File: src/rtl/core/xcfp_pkg.sv
// Package: types, codes and constants of the XOR-checked frame parser.
package xcfp_pkg;

    // Sync bytes
    localparam logic [7:0] SYNC_FIRST   = 8'h5A;
    localparam logic [7:0] SYNC_REQUEST = 8'h12;
    localparam logic [7:0] SYNC_ACK     = 8'h34;

    // Reset value of the length limit
    localparam logic [15:0] MAX_LEN_RESET = 16'h0100;

    // Configuration register indexes
    localparam logic CFG_FRAME_KIND = 1'b0;
    localparam logic CFG_MAX_LEN    = 1'b1;

    // Frame kind register values
    localparam logic FRAME_REQUEST = 1'b0;
    localparam logic FRAME_ACK     = 1'b1;

    // Parser phases
    localparam logic [3:0] PH_HUNT   = 4'd0;
    localparam logic [3:0] PH_SYNC2  = 4'd1;
    localparam logic [3:0] PH_ID0    = 4'd2;
    localparam logic [3:0] PH_ID1    = 4'd3;
    localparam logic [3:0] PH_CNT0   = 4'd4;
    localparam logic [3:0] PH_CNT1   = 4'd5;
    localparam logic [3:0] PH_LEN0   = 4'd6;
    localparam logic [3:0] PH_LEN1   = 4'd7;
    localparam logic [3:0] PH_LEN2   = 4'd8;
    localparam logic [3:0] PH_LEN3   = 4'd9;
    localparam logic [3:0] PH_DATA   = 4'd10;
    localparam logic [3:0] PH_CSUM   = 4'd11;

    // Result kinds
    localparam logic [1:0] KIND_PAYLOAD  = 2'd0;
    localparam logic [1:0] KIND_CSUM_OK  = 2'd1;
    localparam logic [1:0] KIND_CSUM_BAD = 2'd2;

    // One result from the parse engine
    typedef struct packed {
        logic        valid;
        logic [1:0]  kind;
        logic [7:0]  data_byte;
        logic [15:0] offset;
        logic [15:0] frame_id;
        logic [15:0] tx_count;
        logic [15:0] length;
    } result_t;

endpackage

File: src/rtl/core/xcfp_engine.sv
// Parse engine: frame state registers and the per-byte next-state logic.
module xcfp_engine
(
    input  logic                 clk,
    input  logic                 rst_n,
    input  logic                 step,
    input  logic [7:0]           byte_in,
    input  logic                 frame_kind,
    input  logic [15:0]          max_len,
    output xcfp_pkg::result_t    res
);

    logic [3:0]  phase_reg,      phase_next;
    logic [15:0] id_acc_reg,     id_acc_next;
    logic [15:0] count_acc_reg,  count_acc_next;
    logic [23:0] len_acc_reg,    len_acc_next;   // low three length bytes
    logic [7:0]  xor_acc_reg,    xor_acc_next;
    logic [15:0] bytes_seen_reg, bytes_seen_next;

    logic [31:0] len_full;
    logic [15:0] seen_inc;
    logic [7:0]  sync2;

    assign len_full = {byte_in, len_acc_reg};
    assign seen_inc = bytes_seen_reg + 16'd1;
    assign sync2    = (frame_kind == xcfp_pkg::FRAME_ACK) ? xcfp_pkg::SYNC_ACK
                                                          : xcfp_pkg::SYNC_REQUEST;

    // Next state and result for the byte at the head of the pipe
    always_comb
    begin
        phase_next      = phase_reg;
        id_acc_next     = id_acc_reg;
        count_acc_next  = count_acc_reg;
        len_acc_next    = len_acc_reg;
        xor_acc_next    = xor_acc_reg ^ byte_in;
        bytes_seen_next = bytes_seen_reg;
        res             = '0;

        case (phase_reg)
            xcfp_pkg::PH_HUNT:
            begin
                xor_acc_next = xor_acc_reg;
                if (byte_in == xcfp_pkg::SYNC_FIRST)
                begin
                    xor_acc_next = byte_in;
                    phase_next   = xcfp_pkg::PH_SYNC2;
                end
            end
            xcfp_pkg::PH_SYNC2:
            begin
                if (byte_in == sync2)
                begin
                    phase_next = xcfp_pkg::PH_ID0;
                end
                else
                begin
                    // wrong sync: back to hunting, byte not re-tested
                    phase_next      = xcfp_pkg::PH_HUNT;
                    id_acc_next     = '0;
                    count_acc_next  = '0;
                    len_acc_next    = '0;
                    xor_acc_next    = '0;
                    bytes_seen_next = '0;
                end
            end
            xcfp_pkg::PH_ID0:
            begin
                id_acc_next = {8'd0, byte_in};
                phase_next  = xcfp_pkg::PH_ID1;
            end
            xcfp_pkg::PH_ID1:
            begin
                id_acc_next = {byte_in, id_acc_reg[7:0]};
                phase_next  = (frame_kind == xcfp_pkg::FRAME_ACK) ? xcfp_pkg::PH_LEN0
                                                                  : xcfp_pkg::PH_CNT0;
            end
            xcfp_pkg::PH_CNT0:
            begin
                count_acc_next = {8'd0, byte_in};
                phase_next     = xcfp_pkg::PH_CNT1;
            end
            xcfp_pkg::PH_CNT1:
            begin
                count_acc_next = {byte_in, count_acc_reg[7:0]};
                phase_next     = xcfp_pkg::PH_LEN0;
            end
            xcfp_pkg::PH_LEN0:
            begin
                len_acc_next = {16'd0, byte_in};
                phase_next   = xcfp_pkg::PH_LEN1;
            end
            xcfp_pkg::PH_LEN1:
            begin
                len_acc_next = {8'd0, byte_in, len_acc_reg[7:0]};
                phase_next   = xcfp_pkg::PH_LEN2;
            end
            xcfp_pkg::PH_LEN2:
            begin
                len_acc_next = {byte_in, len_acc_reg[15:0]};
                phase_next   = xcfp_pkg::PH_LEN3;
            end
            xcfp_pkg::PH_LEN3:
            begin
                bytes_seen_next = '0;
                if (len_full > {16'd0, max_len})
                begin
                    // oversize frame: drop it and hunt again
                    phase_next     = xcfp_pkg::PH_HUNT;
                    id_acc_next    = '0;
                    count_acc_next = '0;
                    len_acc_next   = '0;
                    xor_acc_next   = '0;
                end
                else
                begin
                    // length now fits in 16 bits, top byte is zero
                    phase_next = (len_full[15:0] != 16'd0) ? xcfp_pkg::PH_DATA
                                                           : xcfp_pkg::PH_CSUM;
                end
            end
            xcfp_pkg::PH_DATA:
            begin
                res.valid       = 1'b1;
                res.kind        = xcfp_pkg::KIND_PAYLOAD;
                res.data_byte   = byte_in;
                res.offset      = bytes_seen_reg;
                bytes_seen_next = seen_inc;
                if ({8'd0, seen_inc} >= len_acc_reg)
                begin
                    phase_next = xcfp_pkg::PH_CSUM;
                end
            end
            xcfp_pkg::PH_CSUM:
            begin
                res.valid      = 1'b1;
                res.kind       = (byte_in == xor_acc_reg) ? xcfp_pkg::KIND_CSUM_OK
                                                          : xcfp_pkg::KIND_CSUM_BAD;
                res.data_byte  = byte_in;
                res.frame_id   = id_acc_reg;
                res.tx_count   = (frame_kind == xcfp_pkg::FRAME_ACK) ? 16'd0
                                                                     : count_acc_reg;
                res.length     = len_acc_reg[15:0];
                phase_next      = xcfp_pkg::PH_HUNT;
                id_acc_next     = '0;
                count_acc_next  = '0;
                len_acc_next    = '0;
                xor_acc_next    = '0;
                bytes_seen_next = '0;
            end
            default:
            begin
                // unused phase code: clear and drop the byte
                phase_next      = xcfp_pkg::PH_HUNT;
                id_acc_next     = '0;
                count_acc_next  = '0;
                len_acc_next    = '0;
                xor_acc_next    = '0;
                bytes_seen_next = '0;
            end
        endcase
    end

    // Frame state registers, updated once per processed byte
    always_ff @(posedge clk or negedge rst_n)
    begin
        if (!rst_n)
        begin
            phase_reg      <= xcfp_pkg::PH_HUNT;
            id_acc_reg     <= '0;
            count_acc_reg  <= '0;
            len_acc_reg    <= '0;
            xor_acc_reg    <= '0;
            bytes_seen_reg <= '0;
        end
        else if (step)
        begin
            phase_reg      <= phase_next;
            id_acc_reg     <= id_acc_next;
            count_acc_reg  <= count_acc_next;
            len_acc_reg    <= len_acc_next;
            xor_acc_reg    <= xor_acc_next;
            bytes_seen_reg <= bytes_seen_next;
        end
    end

endmodule

File: src/rtl/core/xor_checked_frame_parser_top.sv
// Top level of the XOR-checked frame parser: byte input, config and result registers.
// The parser takes one received byte per cycle while in_ready is high, and a new byte
// may be accepted in every such cycle. A byte first lands in an input register; when
// the result side is free, the parse engine updates the frame state from it and, for
// payload and checksum bytes, loads the result register that drives the outputs.
// The result register holds a waiting result while the input register keeps
// filling; in_ready drops only when both are full and out_ready is low. Sync,
// header and oversize-length bytes produce no result. Write frame_kind and
// max_len only while no transaction is in flight; a change takes effect from the
// next byte, even in the middle of a frame.
module xor_checked_frame_parser_top
(
    input  logic        clk,
    input  logic        rst_n,
    // byte input
    input  logic        in_valid,
    output logic        in_ready,
    input  logic [7:0]  rx_byte,
    // result output
    output logic        out_valid,
    input  logic        out_ready,
    output logic [1:0]  kind,
    output logic [7:0]  data_byte,
    output logic [15:0] offset,
    output logic [15:0] frame_id,
    output logic [15:0] tx_count,
    output logic [15:0] length,
    // configuration writes
    input  logic        cfg_we,
    input  logic        cfg_index,
    input  logic [15:0] cfg_wdata
);

    logic        frame_kind_reg;
    logic [15:0] max_len_reg;

    logic        in_valid_reg;
    logic [7:0]  in_byte_reg;

    logic        out_valid_reg;
    logic [1:0]  kind_reg;
    logic [7:0]  data_byte_reg;
    logic [15:0] offset_reg;
    logic [15:0] frame_id_reg;
    logic [15:0] tx_count_reg;
    logic [15:0] length_reg;

    logic              out_free;
    logic              step;
    logic              in_take;
    xcfp_pkg::result_t res;

    assign out_free = !out_valid_reg || out_ready;
    assign step     = in_valid_reg && out_free;
    assign in_ready = !in_valid_reg || out_free;
    assign in_take  = in_valid && in_ready;

    // Configuration registers
    always_ff @(posedge clk or negedge rst_n)
    begin
        if (!rst_n)
        begin
            frame_kind_reg <= xcfp_pkg::FRAME_REQUEST;
            max_len_reg    <= xcfp_pkg::MAX_LEN_RESET;
        end
        else if (cfg_we)
        begin
            case (cfg_index)
                xcfp_pkg::CFG_FRAME_KIND: frame_kind_reg <= cfg_wdata[0];
                xcfp_pkg::CFG_MAX_LEN:    max_len_reg    <= cfg_wdata;
                default:                  max_len_reg    <= max_len_reg;
            endcase
        end
    end

    // Input register
    always_ff @(posedge clk or negedge rst_n)
    begin
        if (!rst_n)
        begin
            in_valid_reg <= 1'b0;
        end
        else if (in_take)
        begin
            in_valid_reg <= 1'b1;
        end
        else if (step)
        begin
            in_valid_reg <= 1'b0;
        end
    end

    always_ff @(posedge clk)
    begin
        if (in_take)
        begin
            in_byte_reg <= rx_byte;
        end
    end

    xcfp_engine u_engine
    (
        .clk        (clk),
        .rst_n      (rst_n),
        .step       (step),
        .byte_in    (in_byte_reg),
        .frame_kind (frame_kind_reg),
        .max_len    (max_len_reg),
        .res        (res)
    );

    // Result register
    always_ff @(posedge clk or negedge rst_n)
    begin
        if (!rst_n)
        begin
            out_valid_reg <= 1'b0;
        end
        else if (out_free)
        begin
            out_valid_reg <= step && res.valid;
        end
    end

    always_ff @(posedge clk)
    begin
        if (step && res.valid)
        begin
            kind_reg       <= res.kind;
            data_byte_reg  <= res.data_byte;
            offset_reg     <= res.offset;
            frame_id_reg   <= res.frame_id;
            tx_count_reg   <= res.tx_count;
            length_reg     <= res.length;
        end
    end

    assign out_valid  = out_valid_reg;
    assign kind       = kind_reg;
    assign data_byte  = data_byte_reg;
    assign offset     = offset_reg;
    assign frame_id   = frame_id_reg;
    assign tx_count   = tx_count_reg;
    assign length     = length_reg;

endmodule

File: config.mk
export PLATFORM = sky130hd
export DESIGN_NAME = xor_checked_frame_parser_top
export DESIGN_NICKNAME = d
export VERILOG_FILES = /design/src/rtl/core/xcfp_pkg.sv /design/src/rtl/core/xcfp_engine.sv /design/src/rtl/core/xor_checked_frame_parser_top.sv
export SDC_FILE = /design/constraint.sdc
export NUM_CORES = 1
export LEC_CHECK = 0
export ABC_AREA = 1
export BUFFER_PORTS_ARGS = -buffer_cell sky130_fd_sc_hd__buf_2
export CORE_UTILIZATION = 35
export CTS_CLUSTER_SIZE = 16
export DETAILED_ROUTE_END_ITERATION = 12
export SYNTH_ARGS = -nofsm -noshare
export SYNTH_HDL_FRONTEND = slang
export SYNTH_SLANG_ARGS = --single-unit
export TNS_END_PERCENT = 10
File: constraint.sdc
create_clock -name clk -period 6.65 [get_ports clk]
set_input_delay 0.9975 -clock clk [delete_from_list [all_inputs] [get_ports clk]]
set_output_delay 0.9975 -clock clk [all_outputs]
set_load 0.02 [all_outputs]
# Yosys cells after proc, flatten, opt, wreduce, memory -nomap -nowiden
# Cells that the tools add are included.
# totals
output_inout_bits	76
input_bits	30
reg_bits	185
# classes
reduce_logical	28
n_eq_ne	18
n_bitwise	11
muxes	24
add_sub_neg	1
magnitude_cmp	2
# ops
operator	n
$pmux W16 S5	2
$pmux W24 S6	1
$mux W24	2
$pmux W16 S3	1
$pmux W4 S11	1
$gt A32 B16 Y1	1
$mux W16	2
$pmux W8 S4	1
$ge A16 B24 Y1	1
$mux W8	3
$pmux W11 S2	1
$add A16 B1 Y16 const B	1
$eq A4 B3 Y1 const B	4
$eq A4 B4 Y1 const B	4
$eq A8 B8 Y1	2
$reduce_bool A16 Y1	1
$reduce_or A8 Y1	2
$reduce_and A5 Y1	3
$reduce_or A7 Y1	2
$mux W4	3
$reduce_and A4 Y1	3
$not A1 Y1	10
$eq A4 B2 Y1 const B	2
$eq A8 B7 Y1 const B	1
17 further kinds	30

# Longest topological paths before layout
# Gate-level depths: netlist of run 1.
# logic_depth
ltp_word	5
ltp_mapped	20

# Modules after synthesis
# A second synthesis of run 1 with hierarchy kept.
# hier_totals
cells_unflattened	996
area_unflattened_um2	9098.7
# modules_own_cells
mod	cells_per_inst	area_per_inst_um2	instances
xcfp_engine	823	5798.1	1
xor_checked_frame_parser_top	173	3300.7	1

# Worst setup path before layout of run 1
# No wires, ideal clock.
# synth_path
path_kind	in2reg
from	input out_ready
to	register data_byte_reg[0], in the netlist data_byte[0], enable pin
t_arrival_ns	4.536
cell_stages	4
n_path_buf	0
setup_ns	0.507
required_ns	6.143
setup_slack_ns	1.607
cell_sequence	inv_1 > a21oi_1 > inv_1 > nor2_1
# synth_via
elab_chain_cells	3
# synth_rtl
element	line	source
start: declaration	xor_checked_frame_parser_top.sv:21	input logic out_ready,
$logic_or A1 B1 Y1	xor_checked_frame_parser_top.sv:53	assign out_free = !out_valid_reg || out_ready;
$logic_and A1 B1 Y1	xor_checked_frame_parser_top.sv:54	assign step = in_valid_reg && out_free;
$logic_and A1 B1 Y1	xor_checked_frame_parser_top.sv:127	if (step && res.valid)
end signal: assignment	xor_checked_frame_parser_top.sv:130	data_byte_reg <= res.data_byte;
end: declaration	xor_checked_frame_parser_top.sv:42	logic [7:0] data_byte_reg;
# No other way between the ends.
# A chain may end at the register's enable or synchronous reset.

# Worst setup path in the final report of run 1
# layout_path
from	register u_engine.bytes_seen_reg[0]
to	register u_engine.phase_reg[1]
# layout_via
elab_chain_cells	4
# layout_rtl
element	line	source
start: declaration	xcfp_engine.sv:18	logic [15:0] bytes_seen_reg, bytes_seen_next;
start signal: assignment	xcfp_engine.sv:183	bytes_seen_reg <= bytes_seen_next;
$add A16 B1 Y16	xcfp_engine.sv:25	assign seen_inc = bytes_seen_reg + 16'd1;
$ge A16 B24 Y1	xcfp_engine.sv:129	if ({8'd0, seen_inc} >= len_acc_reg)
$ne A2 B1 Y1 (no source line)	-	
$reduce_and A3 Y1 (no source line)	-	
end signal: assignment	xcfp_engine.sv:169	phase_reg <= xcfp_pkg::PH_HUNT;
end signal: assignment	xcfp_engine.sv:178	phase_reg <= phase_next;
end: declaration	xcfp_engine.sv:13	logic [3:0] phase_reg, phase_next;
# No other way between the ends.

==> qor.csv, run 1 <==
metric,value,unit
cells on worst reg2reg path,19,
hold-fix buffer count after cts,0,
Antenna Cells,0,
max FFs per register,24,
"worst slack, placed",3360,ps
CP Data Required Time,6960,ps
maximum VDD drop,0.186,mV
max-cap violations,0,
Synth Area in Simple Gates,23.1,%
xor and xnor area share after synthesis,1.66,%
FP Rows,58,
Die W,162,um
GRT Overall Usage,16.8,%
type of the worst min-delay path,reg2reg,
endpoints failing setup,0,
P&R area growth vs syn,15.8,%
Critical R2R Launch,u_engine.bytes_seen_reg[0]$_DFFE_PN0P_,
Worst Hold Launch,u_engine.count_acc_reg[3]$_DFFE_PN0P_,
mux contribution to synthesized area,0,%
post-layout worst setup margin,3340,ps
Setup Skew,12.7,ps
post-cts sizing count,0,
final hold vios,0,
layout cell share with drive strength beyond 1,18.2,%
multi-input logic area,0.00326,mm^2
"Seq/Total Area, Yosys",56.2,%
syn avg cell area,9.25,um^2
fmax,302,MHz
Hold Path Sink,u_engine.count_acc_reg[3]$_DFFE_PN0P_,
Ports,106,
Initial Utilization,35.6,%
largest family of logic cells by synthesized area,simple AND/OR/NAND/NOR gates,
outcome,completed,
largest net degree at the start of global routing,75,
Netlist cell types,41,
die area,0.0263,mm^2
Pre-antenna DRT Iters,4,
Max transition margin,27.9,%
Worst Setup SP,u_engine.bytes_seen_reg[0]$_DFFE_PN0P_,
GR Util met2,26.8,%
R2R Setup Slk,3340,ps
Nets,1136,
Synth Area in Compound Gates,6.83,%
via count,6616,
Seq. cell area,0.00504,mm^2
Sink Count,185,
Leak,0.00445,uW
dpl hpwl,14500,um
syn_nets,1033,
Finished Layout Cells,1416,
worst-skew pair later-pin latency,440,ps
Fill cells,2490,
htree depth,4,
WL final,20800,um
type of origin of the critical path,flop,
CTS tree,yes,
Async SR Flop Fraction,55.7,%
Inst Count DP,1384,
RSZ-0062 raised after global routing,no,
"CTS clk-pin slew, worst paths",70,ps
grt met3 use,3.22,%
Setup crit end kind,flop,
Congestion Overflow GR,0,
global-route wire length before repair,33900,um
post-CTS setup buffers,0,
worst hold slack,475,ps
clock period minus final worst setup slack,3310,ps
Power Dens Cells,287,mW/mm^2
synth warn,0,
Antenna Violating Nets Remaining,0,
GPL Wtd Cong,0.864,
DR DRC count,0,
Synth Register Bits,185,
reg-to-reg critical path endpoint,u_engine.phase_reg[1]$_DFFE_PN0P_,
final worst-path cycle share,49.8,%
1st-iter DRT viols,378,
hold-critical path depth,2,
Setup TNS,0,ps
busiest layer in global routing,met2,
synthesized area,0.00897,mm^2
"Core Util, Final",41.3,%
Port Buffers,105,
core region area,0.0252,mm^2
initial antenna violation count,0,
Max clock buf depth,2,
Arrival @ worst endpoint,3620,ps
cells after synthesis,970,
Root Driver,clkbuf_16,
number of flops mapped to enable cells by yosys,82,
Worst Tran Pin Value,1080,ps
grt met1 use,22.7,%
Critical Setup Path Class,reg2reg,
WL/cell,14.7,um
Post-Synth Adder-Cell Area,4.60,%
DR vias/cell,4.67,
Final Max Slew Viols,0,
cts bufs inserted,17,
vias in the first global route,6389,
CP max FO,7,
ys flop type,dfrtp_1,
chip height,162,um
## logic make-up after synthesis
kind of cell | after synthesis
xor gates and xnor gates | 17
DFF | 185
and+or+nand+nor | 460
AOI/OAI and AO/OA | 106
adders and majority gates | 33
buffers and inverters | 169
## layer usage
layer	wire length [um]	part of all wire, %
met1	9790	47
met2	9600	46
met3	971	4.7
met5	0	0
met4	391	1.9
## report_power, final
group	internal [uW]	switching [uW]	total (uW)	leakage, uW
clock	575	442	1020	0.000286
sequential	1250	50.8	1300	0.00196
combinational	188	477	664	0.00221
## metrics by stage
stage	instance area (um^2)	power, uW
2_1_floorplan	8970	1860
3_3_place_gp	9800	1980
3_5_place_dp	9800	1990
4_1_cts	10400	3010
5_1_grt	10400	3140
6_report	10400	2980
## cell usage after synthesis, types with 4 or more instances
| cell type | count | area, um^2 |
|---|---|---|
| nand2_1 | 201 | 754 |
| nor2_1 | 163 | 612 |
| inv_1 | 132 | 495 |
| dfrtp_1 | 102 | 2550 |
| edfxtp_1 | 82 | 2460 |
| ha_1 | 33 | 413 |
| a21oi_1 | 32 | 160 |
| o21ai_0 | 28 | 140 |
| nand3_1 | 22 | 110 |
| nand4_1 | 22 | 138 |
| o21ai_1 | 16 | 80.1 |
| o21ai_2 | 16 | 140 |
| xor2_1 | 16 | 140 |
| clkbuf_1 | 11 | 41.3 |
| inv_2 | 11 | 41.3 |
| nor4_1 | 10 | 62.6 |
| o22ai_1 | 9 | 56.3 |
| nor3_1 | 7 | 35.0 |
| buf_2 | 6 | 30.0 |
| nand2_2 | 6 | 37.5 |
| nor2_4 | 6 | 67.6 |
| buf_6 | 5 | 56.3 |
| nor2_2 | 5 | 31.3 |
| nand2_4 | 4 | 45.0 |
## worst max-delay path: stages, from the launching register on
cell and delay (ps):
dfrtp_1 440, ha_1 220, nand3_1 110, nor3_1 340, nand2_1 90, nor2_1 220, nand3_1 130, nor2_1 130
xor2_1 190, inv_1 70, ha_1 270, nand2_1 60, nor2_1 150, nand4_1 120, nor3_1 150, o21ai_0 110
nand4_1 90, nand2_1 140, nand2_1 90, o21ai_0 80
## final cells by class
type,instances,area share (%)
sequential,185,48.5
multi-input combinational,616,31.3
timing repair buffer,108,5.30
inverter,145,5.24
clock buffer,24,4.85
tap,330,3.97
clock inverter,8,0.807
## layout by cell type (no fill, tap or decap), types with 16 or more instances in the layout
cell,instances
ha_1,33
dfrtp_1,102
buf_2,104
o21ai_2,16
inv_1,132
nor2_1,162
nand3_1,22
xor2_1,16
nand4_1,22
a21oi_1,32
o21ai_1,16
clkbuf_16,19
o21ai_0,28
nand2_1,201
edfxtp_1,82
## worst max-delay path by stage
stage,endpoint,slack (ps),cells past startpoint
after detailed placement,u_engine.phase_reg[1]$_DFFE_PN0P_,3360,19
after global routing,u_engine.phase_reg[0]$_DFFE_PN0P_,2840,20
final,u_engine.phase_reg[1]$_DFFE_PN0P_,3340,19
after floorplan,data_byte[0]$_DFFE_PP_,1610,4
after CTS,u_engine.phase_reg[1]$_DFFE_PN0P_,3340,19
after global placement,u_engine.phase_reg[0]$_DFFE_PN0P_,3490,20
No activity file was read; power rests on OpenSTA's default activity.
==> inputs of run 2 (changes only) <==
clock period = 3 ns   (was 6.65 ns; I/O delays follow)
==> run 2 against run 1 <==
Compared with the run above: via count up 1.6%; first-iteration DRC count grew 12%; hold slack got worse by 450 ps; highest routed layer unchanged.
==> qor.csv, run 2 (synthesis results as in run 1) <==
metric,value,unit,change
final worst-path cycle share,98.0,%,+48 points
"Core Util, Final",42.2,%,+0.91 points
dpl hpwl,14900,um,+3.0%
GPL Wtd Cong,0.876,,+1.5%
Setup Skew,15.4,ps,+2.77 ps
DR DRC count,0,,unchanged
chip height,162,um,unchanged
combinational power share,22.1,%,-0.2 points
clock period minus final worst setup slack,2940,ps,-375 ps
Fill cells,2444,,-1.8%
FP Rows,58,,unchanged
"CTS clk-pin slew, worst paths",80,ps,about the same
"most common cell after layout, fill and taps aside",nand2_1,,
P&R area growth vs syn,18.4,%,
type of the worst min-delay path,in2async,,
Net Sw Frac,33.4,%,+0.87 points
final instance area,0.0106,mm^2,+2.2%
Max clock buf depth,2,,unchanged
outcome,completed,,
maximum VDD drop,0.360,mV,+94%
CP max FO,7,,unchanged
Critical Setup Path Class,reg2reg,,
initial antenna violation count,0,,unchanged
fmax,340,MHz,+13%
"commonest non-fill, non-tap cells in the layout","nand2_1 (199), nor2_1 (159), inv_1 (131)",,
via count,6720,,+1.6%
htree depth,4,,unchanged
Sink Count,185,,unchanged
Worst Tran Pin Value,921,ps,-155 ps
Ports,106,,unchanged
Power Dens Cells,633,mW/mm^2,+120%
endpoints failing setup,0,,unchanged
worst-skew pair later-pin latency,440,ps,about the same
multi-input logic area,0.00332,mm^2,+2.1%
crit path buf inv count,1,,unchanged
WL final,21100,um,+1.5%
"Largest stage delay, worst path",360,ps,-80 ps
Clock Power Share,35.0,%,+0.9 points
max FFs per register,24,,unchanged
Die W,162,um,unchanged
Nets,1150,,+1.2%
slowest CP cell,dfrtp_1,,
largest net degree at the start of global routing,59,,-21%
Int Pwr,4480,uW,+120%
cell family with most CP delay,simple AND/OR/NAND/NOR gates,,
global-route wire length before repair,34000,um,+0.37%
Setup crit end kind,flop,,
die area,0.0263,mm^2,unchanged
Pre-antenna DRT Iters,5,,+1
Inst Count DP,1395,,+0.79%
Seq. cell area,0.00504,mm^2,unchanged
Leak,0.00467,uW,+4.8%
CP Data Required Time,3320,ps,-3640 ps
max-cap violations,0,,unchanged
vias in the first global route,6429,,+0.63%
1st-iter DRT viols,424,,+12%
Max transition margin,38.5,%,+11 points
Arrival @ worst endpoint,3260,ps,-360 ps
DR vias/cell,4.70,,+0.58%
layout cell share with drive strength beyond 1,20.8,%,+2.6 points
hold-fix buffer count after cts,0,,unchanged
Congestion Overflow GR,0,,unchanged
final hold vios,0,,unchanged
Placed Area,0.00991,mm^2,+1.1%
type of origin of the critical path,flop,,
Port Buffers,105,,unchanged
Initial Utilization,35.6,%,unchanged
Finished Layout Cells,1430,,+0.99%
Antenna Cells,0,,unchanged
Flop pwr share,42.9,%,-0.8 points
NetSw,2240,uW,+130%
WL/cell,14.7,um,+0.47%
Antenna Violating Nets Remaining,0,,unchanged
GRT Overall Usage,16.9,%,+0.11 points
core region area,0.0252,mm^2,unchanged
Final Max Slew Viols,0,,unchanged
Root Driver,clkbuf_16,,
critical path cell sequence,"ha_2, nand3_2, nor3_2, nand2_1, nor2_2, nand3_2, nor2_2, xor2_1, inv_1, ha_4, nand2_4, nor2_4, nand4_1, nor3_2, o21ai_1, nand4_1, nand2_2, nand2_1, o21ai_1",,
CTS tree,yes,,
RSZ-0062 raised after global routing,yes,,
cts bufs inserted,17,,unchanged
run 2: cell count changes in the layout (fill, tap and decap cells not counted), moves of 3 or more:
| cell | change |
|---|---|
| buf_4 | +12 |
| nor3_1 | -4 |
| nor3_2 | +4 |
| clkbuf_1 | -3 |
| inv_8 | +3 |
| nor2_1 | -3 |
| o21ai_0 | -3 |
| o21ai_1 | +3 |
run 2: timing repair:
| item | in CTS | in global routing |
|---|---|---|
| endpoints found under the setup margin | 4 | 4 |
| gates cloned | 0 | 0 |
| setup buffers | 0 | 3 |
| pin swaps | 0 | 14 |
| resized for setup | 1 | 18 |
run 2: final timing paths:
path | from | endpoint | slack (ps) | cells after the start
worst max-delay path | u_engine.bytes_seen_reg[1]$_DFFE_PN0P_ | u_engine.phase_reg[1]$_DFFE_PN0P_ | 60 | 19
worst min-delay path | rst_n | out_valid$_DFFE_PN0P_ | 30 | 1
worst max register to register | u_engine.bytes_seen_reg[1]$_DFFE_PN0P_ | u_engine.phase_reg[1]$_DFFE_PN0P_ | 60 | 19
worst min register to register | u_engine.count_acc_reg[6]$_DFFE_PN0P_ | u_engine.count_acc_reg[6]$_DFFE_PN0P_ | 480 | 2
max in group asynchronous | rst_n | u_engine.bytes_seen_reg[3]$_DFFE_PN0P_ | 2210 | 2
min in group clk | rx_byte[6] | in_byte_reg[6]$_DFFE_PP_ | 180 | 1
run 2: worst register-to-register path, stage by stage, from the launching register on:
cell     delay (ps)
dfrtp_1         360
ha_2            190
nand3_2         100
nor3_2          210
nand2_1          90
nor2_2          140
nand3_2          90
nor2_2          120
xor2_1          180
inv_1           100
ha_4            280
nand2_4          50
nor2_4           80
nand4_1         150
nor3_2          170
o21ai_1          80
nand4_1         130
nand2_2         130
nand2_1          90
o21ai_1          50
run 2: power by group through the flow:
stage | Combinational (uW) | Clock, uW | Sequential [uW]
after floorplan | 1220 | 0 | 2900
after global placement | 1460 | 0 | 2930
after detailed placement | 1480 | 0 | 2930
after CTS | 1480 | 2390 | 2880
after global routing | 1670 | 2500 | 2910
final | 1480 | 2350 | 2880
run 2: cell type report:
type	count	area share, %
Clock buffer	20	4.51
Clock inverter	12	1.32
Inverter	145	5.12
Multi-Input combinational cell	616	31.3
Sequential cell	185	47.5
Tap cell	330	3.89
Timing Repair Buffer	122	6.41
run 2: metal layers:
metal	GRT usage [%]	up-vias	wire length, um
li1	-	3363	-
met5	0	-	0
met2	27.3	141	9940
met1	22.8	3196	9850
met3	3.35	20	919
met4	5.79	0	349
run 2: through the flow:
stage	setup slack (ps)	total power, uW	hold WS, ps	TNS, ps
6_report	61.2	6720	26.6	0
5_1_grt	-230	7080	68.1	-843
4_1_cts	32.7	6750	41.1	0
3_5_place_dp	-10.3	4410	464	-17.4
3_3_place_gp	88.5	4390	456	0
2_1_floorplan	164	4120	154	0
